$ cat src/hdl/eusa_pkg.sv
// Shared types, codes and field layout of the expert union slot assigner.
package eusa_pkg;

	localparam int COMMAND_W = 2;
	localparam int COLUMN_W  = 3;
	localparam int ID_W      = 10;
	localparam int WEIGHT_W  = 32;
	localparam int STATUS_W  = 2;
	localparam int SLOT_W    = 6;
	localparam int EC_W      = 10;
	localparam int CAP_W     = 7;
	localparam int CFG_IDX_W = 1;
	localparam int CFG_DATA_W = 10;

	localparam logic [COMMAND_W-1:0] CMD_START = 2'd0;
	localparam logic [COMMAND_W-1:0] CMD_ENTRY = 2'd1;
	localparam logic [COMMAND_W-1:0] CMD_END   = 2'd2;

	localparam logic [STATUS_W-1:0] STS_OK       = 2'd0;
	localparam logic [STATUS_W-1:0] STS_RANGE    = 2'd1;
	localparam logic [STATUS_W-1:0] STS_OVERFLOW = 2'd2;
	localparam logic [STATUS_W-1:0] STS_SKIPPED  = 2'd3;

	localparam logic [CFG_IDX_W-1:0] REG_EXPERT_COUNT  = 1'd0;
	localparam logic [CFG_IDX_W-1:0] REG_SLOT_CAPACITY = 1'd1;

	localparam logic [EC_W-1:0]  EXPERT_COUNT_RST  = 10'd512;
	localparam logic [CAP_W-1:0] SLOT_CAPACITY_RST = 7'd64;

	// input tdata layout
	localparam int IN_COL_LSB = 0;
	localparam int IN_ID_LSB  = IN_COL_LSB + COLUMN_W;
	localparam int IN_WT_LSB  = IN_ID_LSB + ID_W;
	localparam int IN_USED_W  = IN_WT_LSB + WEIGHT_W;
	localparam int IN_TDATA_W = ((IN_USED_W + 7) / 8) * 8;

	// output tdata layout
	localparam int OUT_SLOT_LSB   = 0;
	localparam int OUT_NEW_LSB    = OUT_SLOT_LSB + SLOT_W;
	localparam int OUT_COL_LSB    = OUT_NEW_LSB + 1;
	localparam int OUT_WT_LSB     = OUT_COL_LSB + COLUMN_W;
	localparam int OUT_COUNT_LSB  = OUT_WT_LSB + WEIGHT_W;
	localparam int OUT_SHARED_LSB = OUT_COUNT_LSB + SLOT_W;
	localparam int OUT_USED_W     = OUT_SHARED_LSB + SLOT_W;
	localparam int OUT_TDATA_W    = ((OUT_USED_W + 7) / 8) * 8;

endpackage

$ cat src/hdl/expert_union_slot_assigner_unit.sv
// Top level of the expert union slot assigner: id-to-slot map and slot owner memories.
//
//  channel   dir  handshake          payload
//  s_*       in   tvalid/tready      tuser: command; tdata: column, expert_id, weight_bits
//  m_*       out  tvalid/tready      tuser: status; tlast: batch_done; tdata: see port
//  cfg_*     in   cfg_wen            cfg_addr: register index; cfg_wdata: value
//
// A routing entry does a map read, then the write back of map and owner.
// An end command loads its result as it is taken; a start command walks the union
// with one owner read and one map clear per assigned slot.
// After reset a clearing pass over all MAX_EXPERTS map entries runs before the first item.
// An item is taken only while the result register is empty or being drained.
module expert_union_slot_assigner_unit #(
	parameter int MAX_EXPERTS = 512,
	parameter int MAX_SLOTS   = 64,
	parameter int MAX_COLUMNS = 8
) (
	input  logic                                 clk,
	input  logic                                 arst_n,
	input  logic                                 s_tvalid,
	output logic                                 s_tready,
	// [2:0] column, [12:3] expert_id, [44:13] weight_bits, [47:45] zero
	input  logic [eusa_pkg::IN_TDATA_W-1:0]      s_tdata,
	// [1:0] command
	input  logic [eusa_pkg::COMMAND_W-1:0]       s_tuser,
	output logic                                 m_tvalid,
	input  logic                                 m_tready,
	// [5:0] slot, [6] is_new, [9:7] out_column, [41:10] out_weight_bits,
	// [47:42] routed_count, [53:48] shared_slot, [55:54] zero
	output logic [eusa_pkg::OUT_TDATA_W-1:0]     m_tdata,
	// [1:0] status
	output logic [eusa_pkg::STATUS_W-1:0]        m_tuser,
	output logic                                 m_tlast,
	input  logic                                 cfg_wen,
	input  logic [eusa_pkg::CFG_IDX_W-1:0]       cfg_addr,
	input  logic [eusa_pkg::CFG_DATA_W-1:0]      cfg_wdata
);

	localparam int EW = (MAX_EXPERTS > 1) ? $clog2(MAX_EXPERTS) : 1;
	localparam int SW = $clog2(MAX_SLOTS);
	localparam int MW = SW + 1;

	localparam logic [1:0] ST_CLR  = 2'd0;
	localparam logic [1:0] ST_IDLE = 2'd1;
	localparam logic [1:0] ST_LOOK = 2'd2;
	localparam logic [1:0] ST_WALK = 2'd3;

	logic [1:0]                     state_q;
	logic [EW-1:0]                  clr_cnt_q;
	logic [SW-1:0]                  walk_cnt_q;
	logic                           walk_pend_q;
	logic [SW-1:0]                  rt_q;
	logic                           err_q;
	logic                           out_valid_q;
	logic [eusa_pkg::EC_W-1:0]      expert_count_q;
	logic [eusa_pkg::CAP_W-1:0]     slot_capacity_q;

	logic [eusa_pkg::COLUMN_W-1:0]  col_q;
	logic [eusa_pkg::ID_W-1:0]      id_q;
	logic [eusa_pkg::WEIGHT_W-1:0]  wt_q;

	logic [eusa_pkg::STATUS_W-1:0]  status_q;
	logic [eusa_pkg::SLOT_W-1:0]    slot_q;
	logic                           is_new_q;
	logic [eusa_pkg::COLUMN_W-1:0]  out_col_q;
	logic [eusa_pkg::WEIGHT_W-1:0]  out_wt_q;
	logic [eusa_pkg::SLOT_W-1:0]    count_q;
	logic                           done_q;

	logic [MW-1:0]                  map_mem [MAX_EXPERTS];
	logic [EW-1:0]                  owner_mem [MAX_SLOTS];
	logic [MW-1:0]                  map_rd_q;
	logic [EW-1:0]                  owner_rd_q;

	logic                           s_accept;
	logic [eusa_pkg::COMMAND_W-1:0] cmd;
	logic                           map_re;
	logic                           map_we;
	logic [EW-1:0]                  map_wa;
	logic [MW-1:0]                  map_wd;
	logic                           walk_rd;
	logic [10:0]                    id_lim;
	logic [eusa_pkg::CAP_W-1:0]     cap_lim;
	logic                           id_bad;
	logic                           col_bad;
	logic                           hit;
	logic                           full;
	logic                           look_new;
	logic                           look_err;
	logic [SW-1:0]                  rt_nxt;
	logic                           out_load;
	logic [eusa_pkg::STATUS_W-1:0]  res_status;
	logic [eusa_pkg::SLOT_W-1:0]    res_slot;
	logic                           res_new;
	logic                           res_ok;
	logic [eusa_pkg::SLOT_W-1:0]    res_count;

	assign cmd      = s_tuser;
	assign s_tready = (state_q == ST_IDLE) && (!out_valid_q || m_tready);
	assign s_accept = s_tvalid && s_tready;
	assign map_re   = s_accept && (cmd == eusa_pkg::CMD_ENTRY);
	assign walk_rd  = (state_q == ST_WALK) && (walk_cnt_q < rt_q);

	assign id_lim  = (11'(expert_count_q) < 11'(MAX_EXPERTS)) ?
		11'(expert_count_q) : 11'(MAX_EXPERTS);
	assign cap_lim = (slot_capacity_q < eusa_pkg::CAP_W'(MAX_SLOTS)) ?
		slot_capacity_q : eusa_pkg::CAP_W'(MAX_SLOTS);
	assign id_bad  = {1'b0, id_q} >= id_lim;
	assign col_bad = {1'b0, col_q} >= 4'(MAX_COLUMNS);
	assign hit     = map_rd_q[SW];
	assign full    = (eusa_pkg::CAP_W'(rt_q) + 7'd1) >= cap_lim;
	assign rt_nxt  = rt_q + 1'b1;

	always_comb begin
		look_new = 1'b0;
		look_err = 1'b0;
		res_status = eusa_pkg::STS_OK;
		res_slot = '0;
		res_new = 1'b0;
		res_ok = 1'b0;
		res_count = eusa_pkg::SLOT_W'(rt_q);
		if (state_q == ST_LOOK) begin
			if (err_q) begin
				res_status = eusa_pkg::STS_SKIPPED;
			end else if (id_bad || col_bad) begin
				res_status = eusa_pkg::STS_RANGE;
				look_err = 1'b1;
			end else if (hit) begin
				res_slot = eusa_pkg::SLOT_W'(map_rd_q[SW-1:0]);
				res_ok = 1'b1;
			end else if (full) begin
				res_status = eusa_pkg::STS_OVERFLOW;
				look_err = 1'b1;
			end else begin
				look_new = 1'b1;
				res_slot = eusa_pkg::SLOT_W'(rt_q);
				res_new = 1'b1;
				res_ok = 1'b1;
				res_count = eusa_pkg::SLOT_W'(rt_nxt);
			end
		end else begin
			res_status = err_q ? eusa_pkg::STS_SKIPPED : eusa_pkg::STS_OK;
		end
	end

	assign out_load = (state_q == ST_LOOK) || (s_accept && (cmd == eusa_pkg::CMD_END));

	always_comb begin
		map_we = 1'b0;
		map_wa = id_q[EW-1:0];
		map_wd = {1'b1, rt_q};
		case (state_q)
			ST_CLR: begin
				map_we = 1'b1;
				map_wa = clr_cnt_q;
				map_wd = '0;
			end
			ST_WALK: begin
				map_we = walk_pend_q;
				map_wa = owner_rd_q;
				map_wd = '0;
			end
			ST_LOOK: begin
				map_we = look_new;
			end
			default: begin
				map_we = 1'b0;
			end
		endcase
	end

	always_ff @(posedge clk) begin
		if (map_we) begin
			map_mem[map_wa] <= map_wd;
		end
		if (map_re) begin
			map_rd_q <= map_mem[s_tdata[eusa_pkg::IN_ID_LSB +: EW]];
		end
	end

	always_ff @(posedge clk) begin
		if (look_new) begin
			owner_mem[rt_q] <= id_q[EW-1:0];
		end
		if (walk_rd) begin
			owner_rd_q <= owner_mem[walk_cnt_q];
		end
	end

	always_ff @(posedge clk or negedge arst_n) begin
		if (!arst_n) begin
			state_q <= ST_CLR;
			clr_cnt_q <= '0;
			walk_cnt_q <= '0;
			walk_pend_q <= 1'b0;
			rt_q <= '0;
			err_q <= 1'b0;
			out_valid_q <= 1'b0;
			expert_count_q <= eusa_pkg::EXPERT_COUNT_RST;
			slot_capacity_q <= eusa_pkg::SLOT_CAPACITY_RST;
		end else begin
			if (cfg_wen) begin
				case (cfg_addr)
					eusa_pkg::REG_EXPERT_COUNT: expert_count_q <= cfg_wdata;
					eusa_pkg::REG_SLOT_CAPACITY: begin
						slot_capacity_q <= cfg_wdata[eusa_pkg::CAP_W-1:0];
					end
					default: ;
				endcase
			end
			if (out_load) begin
				out_valid_q <= 1'b1;
			end else if (m_tready) begin
				out_valid_q <= 1'b0;
			end
			case (state_q)
				ST_CLR: begin
					clr_cnt_q <= clr_cnt_q + 1'b1;
					if (clr_cnt_q == EW'(MAX_EXPERTS - 1)) begin
						state_q <= ST_IDLE;
					end
				end
				ST_IDLE: begin
					if (s_accept) begin
						case (cmd)
							eusa_pkg::CMD_START: begin
								walk_cnt_q <= '0;
								walk_pend_q <= 1'b0;
								state_q <= ST_WALK;
							end
							eusa_pkg::CMD_ENTRY: state_q <= ST_LOOK;
							default: ;
						endcase
					end
				end
				ST_LOOK: begin
					if (look_err) begin
						err_q <= 1'b1;
					end
					if (look_new) begin
						rt_q <= rt_nxt;
					end
					state_q <= ST_IDLE;
				end
				ST_WALK: begin
					walk_pend_q <= walk_rd;
					if (walk_rd) begin
						walk_cnt_q <= walk_cnt_q + 1'b1;
					end else if (!walk_pend_q) begin
						rt_q <= '0;
						err_q <= 1'b0;
						state_q <= ST_IDLE;
					end
				end
				default: state_q <= ST_IDLE;
			endcase
		end
	end

	always_ff @(posedge clk) begin
		if (s_accept) begin
			col_q <= s_tdata[eusa_pkg::IN_COL_LSB +: eusa_pkg::COLUMN_W];
			id_q <= s_tdata[eusa_pkg::IN_ID_LSB +: eusa_pkg::ID_W];
			wt_q <= s_tdata[eusa_pkg::IN_WT_LSB +: eusa_pkg::WEIGHT_W];
		end
		if (out_load) begin
			status_q <= res_status;
			slot_q <= res_slot;
			is_new_q <= res_new;
			out_col_q <= res_ok ? col_q : '0;
			out_wt_q <= res_ok ? wt_q : '0;
			count_q <= res_count;
			done_q <= (state_q != ST_LOOK);
		end
	end

	assign m_tvalid = out_valid_q;
	assign m_tuser  = status_q;
	assign m_tlast  = done_q;

	always_comb begin
		m_tdata = '0;
		m_tdata[eusa_pkg::OUT_SLOT_LSB +: eusa_pkg::SLOT_W] = slot_q;
		m_tdata[eusa_pkg::OUT_NEW_LSB] = is_new_q;
		m_tdata[eusa_pkg::OUT_COL_LSB +: eusa_pkg::COLUMN_W] = out_col_q;
		m_tdata[eusa_pkg::OUT_WT_LSB +: eusa_pkg::WEIGHT_W] = out_wt_q;
		m_tdata[eusa_pkg::OUT_COUNT_LSB +: eusa_pkg::SLOT_W] = count_q;
		m_tdata[eusa_pkg::OUT_SHARED_LSB +: eusa_pkg::SLOT_W] = count_q;
	end

endmodule

$ cat config.mk
export PLATFORM = sky130hd
export DESIGN_NAME = expert_union_slot_assigner_unit
export DESIGN_NICKNAME = d
export VERILOG_FILES = /design/src/hdl/eusa_pkg.sv /design/src/hdl/expert_union_slot_assigner_unit.sv
export SDC_FILE = /design/constraint.sdc
export NUM_CORES = 2
export LEC_CHECK = 0
export BUFFER_PORTS_ARGS = -buffer_cell sky130_fd_sc_hd__buf_2
export CORE_ASPECT_RATIO = 1.1
export CORE_MARGIN = 1.5
export CORE_UTILIZATION = 40
export DETAILED_ROUTE_END_ITERATION = 8
export PLACE_DENSITY = 0.52
export SLEW_MARGIN = 20
export SYNTH_ARGS = -nofsm -noshare
export SYNTH_HDL_FRONTEND = slang
export SYNTH_MEMORY_MAX_BITS = 65536
export SYNTH_SLANG_ARGS = --single-unit
$ cat constraint.sdc
create_clock -name clk -period 47.4 [get_ports clk]
set_input_delay 2.37 -clock clk [delete_from_list [all_inputs] [get_ports clk]]
set_output_delay 2.37 -clock clk [all_outputs]
set_load 0.005 [all_outputs]
# After elaboration in Yosys (flattened, before gate mapping)
# Memory sizes are Yosys's and may differ from the RTL's. A register that Yosys moved wholly into a read port is not among the register bits.
# Index checks and enable logic that the tools add are counted.
[totals]
mem_count = 2
word_cells = 129
inputBits = 66
output_inout_bits = 61
regBits = 139
ram_bits = 4160
[op_classes]
bitwise = 2
order_cmp = 5
n_eq_ne = 16
n_mux = 59
add_sub_neg = 4
reduce_logical = 22
[mem_list]
columns = ["memory", "depth", "width", "rd", "rd_clocked_by_memory_dff", "wr", "line", "source"]
rows = [
  ["map_mem", 512, 7, 1, 1, 1, "expert_union_slot_assigner_unit.sv:70", "logic [MW-1:0] map_mem [MAX_EXPERTS];"],
  ["owner_mem", 64, 9, 1, 1, 1, "expert_union_slot_assigner_unit.sv:71", "logic [EW-1:0] owner_mem [MAX_SLOTS];"],
]
[op_table]
columns = ["op", "n"]
rows = [
  ["two-way mux 6 bit", 13],
  ["two-way mux 1 bit", 25],
  ["case mux 6 bit (2 select lines)", 2],
  ["two-way mux 2 bit", 10],
  ["case mux 9 bit (2 select lines)", 1],
  ["inequality test 2 bit (second input constant)", 8],
  ["two-way mux 7 bit", 2],
  ["adder 6 x 1 -> 6 bit (second input constant)", 2],
  ["AND reduction 4 bit", 3],
  [">= comparator 10 bit", 1],
  ["less-than comparator 10 bit (second input constant)", 1],
  ["two-way mux 10 bit", 1],
  ["adder 9 x 1 -> 9 bit (second input constant)", 1],
  ["== test 9 bit (second input constant)", 1],
  ["case mux 2 bit (4 select lines)", 1],
  ["adder 6 x 1 -> 7 bit (second input constant)", 1],
  [">= comparator 7 bit", 1],
  ["less-than comparator 7 bit (second input constant)", 1],
  ["== test 2 bit (second input constant)", 3],
  ["less-than comparator 6 bit", 1],
  ["nonzero test 2 bit", 3],
  ["logical AND 1 bit", 5],
  ["AND reduction 5 bit", 1],
  ["== test 2 x 1 -> 1 bit (second input constant)", 2],
  ["other kinds (13)", 18],
]

# Depth between registers and ports, before layout
[depth]
word_depth = 11
ltp_mapped = 15
ltp_nobuf = 13

# Worst setup path before layout
# No wires, ideal clock.
[synth_timing]
kind = "flip-flop to flip-flop"
startpoint = "reg state_q[0]"
endpoint = "mem map_mem[0][0] (netlist name), data pin"
path_slack_ns = 32.505
stages_incl_launch_ff = 5
arrival_ns = 13.358
path_buffers = 1
cell_sequence = "dfrtp_1 > inv_1 > ha_1 > clkbuf_1 > and2_1"
[synth_via]
elab_chain_len = 3
elab_cells_between_ends = 4
classes_between = "1 x eq/ne; 1 x mux; 2 x reduce/logical"
[synth_lines]
columns = ["item", "line", "source"]
rows = [
  ["start: declaration", "expert_union_slot_assigner_unit.sv:48", "logic [1:0] state_q;"],
  ["start signal: assignment", "expert_union_slot_assigner_unit.sv:192", "state_q <= ST_CLR;"],
  ["start signal: assignment", "expert_union_slot_assigner_unit.sv:220", "state_q <= ST_IDLE;"],
  ["start signal: assignment", "expert_union_slot_assigner_unit.sv:229", "state_q <= ST_WALK;"],
  ["== test 2 bit / zero test 2 bit (equally long branches)", "expert_union_slot_assigner_unit.sv:152", "case (state_q)"],
  ["OR reduction 2 bit (no source line) *", "--", ""],
  ["two-way mux 7 bit *", "expert_union_slot_assigner_unit.sv:152", ""],
  ["via map_wd[0]", "expert_union_slot_assigner_unit.sv:80", "logic [MW-1:0] map_wd;"],
  ["end: declaration", "expert_union_slot_assigner_unit.sv:70", ""],
]
# The timed path passes the listed nets; every way through them passes the cells marked *.

==> flow_summary.ini <==
[worst_hold_path]
hp-start = clr_cnt_q[6]
min_to = clr_cnt_q[6]
min_path_type = flop to flop
hold_depth = 1

[logic_synthesis]
synthArstFlopShare_pct = 0.9965
yosys_register_bits = 4315
synth_cell_types = 57
synthCells = 7991
yosysSeqAreaShare_pct = 77.02
yosysTopAreaCell = edfxtp_1
yosys.area.top_type_share_pct = 76.38
syn-cell-area_mm2 = 0.1680
synth_ff_type = edfxtp_1
synth_area_leaders = edfxtp_1, mux4_2, mux2i_1
synth-warning-count = 0
synth_edf_count = 4272
avgSynthCellArea_um2 = 21.02

[sta]
fin_crit_ns = 8.413
tightestPinTransition_ns = 1.233
hold_violations = 0
holdWs_ns = 0.4985
max_freq_mhz = 118.9
setup_viol = 0
fin_crit_sh_pct = 17.75
skew_ns = 0.05862
relSlewSlack_pct = 17.79
rsz0062_at_grt = no
finalSetupTns_ns = 0
maxSlewViolCount = 0

[cells_and_area]
final_cell_mix = edfxtp_1, mux4_2, nor2_1
layout-drive-gt1-share_pct = 25.03
layout_commonest_cell = edfxtp_1
seqCellArea_mm2 = 0.1294
syn_to_final_growth_pct = 12.97
multi_input_area_mm2 = 0.03660
fillers = 35140
nets = 8352

[place]
gp_congestion = 0.7971
hpwlAfterDp_um = 248700
io_buffers = 121

[clock_network]
cts_htree_levels = 5
clock-sinks = 4315
clock_latency_ns = 1.02
clk_path_buf_depth = 4
cts_tree = yes
path_clk_slew_ns = 0.06
holdBufCountCts = 0
cts_buffers = 451
cts-root-buf = clkbuf_16
postCtsSetupRepairBufs = 0
post_cts_resize_count = 0

[worst_setup_path]
cp_max_fo = 102
cp-start-kind = primary input
arrival_ns = 9.10
reg2reg_depth = 14
r2r_slack_ns = 41.39
crit_type = primary input to flop
end_kind = flop
worstPathRequired_ns = 48.09
r2r-end = owner_mem[15][1]
r2r-start = rt_q[2]

[detailed_routing]
drt-total-wl_um = 428700
ant_nets = 0
vias = 80280
wl_per_cell_um = 30.30
vias_per_cell = 5.674
drt_iter0_markers = 8039
drc_errors = 0
first_pass_iters = 5

[outcome]
status = finished, final reports clean

[global_routing]
grt_pass1_vias = 83010
grt_max_degree = 217
grt_usage_pct = 20.03
grt_first_pass_wirelength_um = 611700
grt_overflow = 0
antenna_found_initial = 25

[flow_run]
cap_violations = 0

[floorplan]
num_rows = 249
floorplan.initialDensity_pct = 40.17
core_area_mm2 = 0.4181
die_area_mm2 = 0.4238
die_x_um = 620.8
die_y_um = 682.6
pin_count = 127

[power_and_ir_drop]
irDropWorstVdd_mv = 0.04317
power_density_mw_per_mm2 = 45.48
total_power_mw = 8.630
p_leak_nw = 50.74
[logic make-up (layout without fill, tap and decap cells)]
family	after synthesis	count (layout)	share of synthesized area [%]
buffers and inverters	534	1163	1.542
other	1	9	0.002233
AOI/OAI and AO/OA	738	738	3.068
and+or+nand+nor	987	987	2.505
xor gates and xnor gates	17	17	0.08865
muxes	1368	1368	15.54
DFF	4315	4315	77.02
adders and majority gates	31	31	0.2309
[cell usage after synthesis, drive strengths merged, types with 3 or more instances]
master   number
o211ai       19
a221oi       70
o2111ai      14
and3          8
buf         241
nor4         44
a31oi         6
clkbuf      272
nand3        40
a22oi        17
or2           3
nand2b       14
and2         67
inv          17
mux4        977
a211o         3
a21oi       115
nand2       190
clkinv        4
o21a         11
xnor2        15
o221ai      133
mux2        150
o21ai       166
a21o          8
nand4         9
nor3         36
o22ai        48
dfrtp        41
o22a         74
a211oi       42
nor2b         9
mux2i       241
nor2        562
ha           31
o31ai         3
edfxtp     4272
[critical path, cell delays in order]
cell      delay, ns
buf_8          0.34
buf_12         0.50
buf_4          0.71
buf_4          0.71
buf_4          0.75
buf_4          0.64
mux4_2         0.41
mux2_2         0.30
o221ai_1       0.33
a221oi_1       0.20
a211oi_1       0.64
nand3_1        0.38
and3_1         0.41
[routing by layer]
| metal | share of wire (%) | track usage, % | vias to the layer above | wire [um] |
|---|---|---|---|---|
| met3 | 6.5 | 3.112 | 570 | 28050 |
| met5 | 0.0070 | 0 | - | 30 |
| met2 | 49 | 33.32 | 2657 | 211700 |
| li1 | - | - | 33900 | - |
| met4 | 2.4 | 5.203 | 4 | 10150 |
| met1 | 42 | 27.65 | 43150 | 178800 |
[power by group]
group	total [mW]	switching [mW]	internal [mW]
Clock	3.47	1.47	1.99
Combinational	0.753	0.602	0.152
Sequential	4.41	0.0191	4.39
[worst max-delay path by stage]
stage	startpoint	cells past startpoint	end
floorplan	state_q[0]	4	map_mem[0][0]
finish	s_tdata[4]	13	map_rd_q[6]
CTS	s_tdata[3]	13	map_rd_q[3]
global placement	s_tdata[3]	13	map_rd_q[3]
detailed placement	s_tdata[3]	13	map_rd_q[3]
global route	s_tdata[3]	13	map_rd_q[3]
[final cells by class]
class / instances / share of cell area (%)
multi-input cells: 3143 / 19.29
inverters: 21 / 0.04550
well taps: 5522 / 3.641
flip-flops and latches: 4315 / 68.19
clock inverters: 282 / 1.442
diodes: 7 / 0.009232
clock buffers: 537 / 6.152
repair buffers: 323 / 1.234
[through the flow]
stage / setup slack, ns / instance area, um^2 / instances / util (%)
detailed placement: 37.92 / 175200 / 13320 / 41.91
finish: 38.99 / 189700 / 14150 / 45.38
global route: 38.73 / 189700 / 14150 / 45.38
CTS: 38.99 / 189600 / 14140 / 45.35
floorplan: 32.51 / 168000 / 7992 / -
global placement: 37.92 / 175000 / 13320 / 41.86
[registers in the layout, summed over array words and instances, names as in the netlist, 2 cells and up]
name	count
count_q	6
expert_count_q	10
wt_q	32
col_q	3
map_mem	3584
rt_q	6
m_tuser	2
out_col_q	3
slot_q	6
walk_cnt_q	6
state_q	2
owner_mem	576
id_q	10
owner_rd_q	9
out_wt_q	32
map_rd_q	7
slot_capacity_q	7
clr_cnt_q	9
Note: power is estimated with default switching activity, not from simulation.
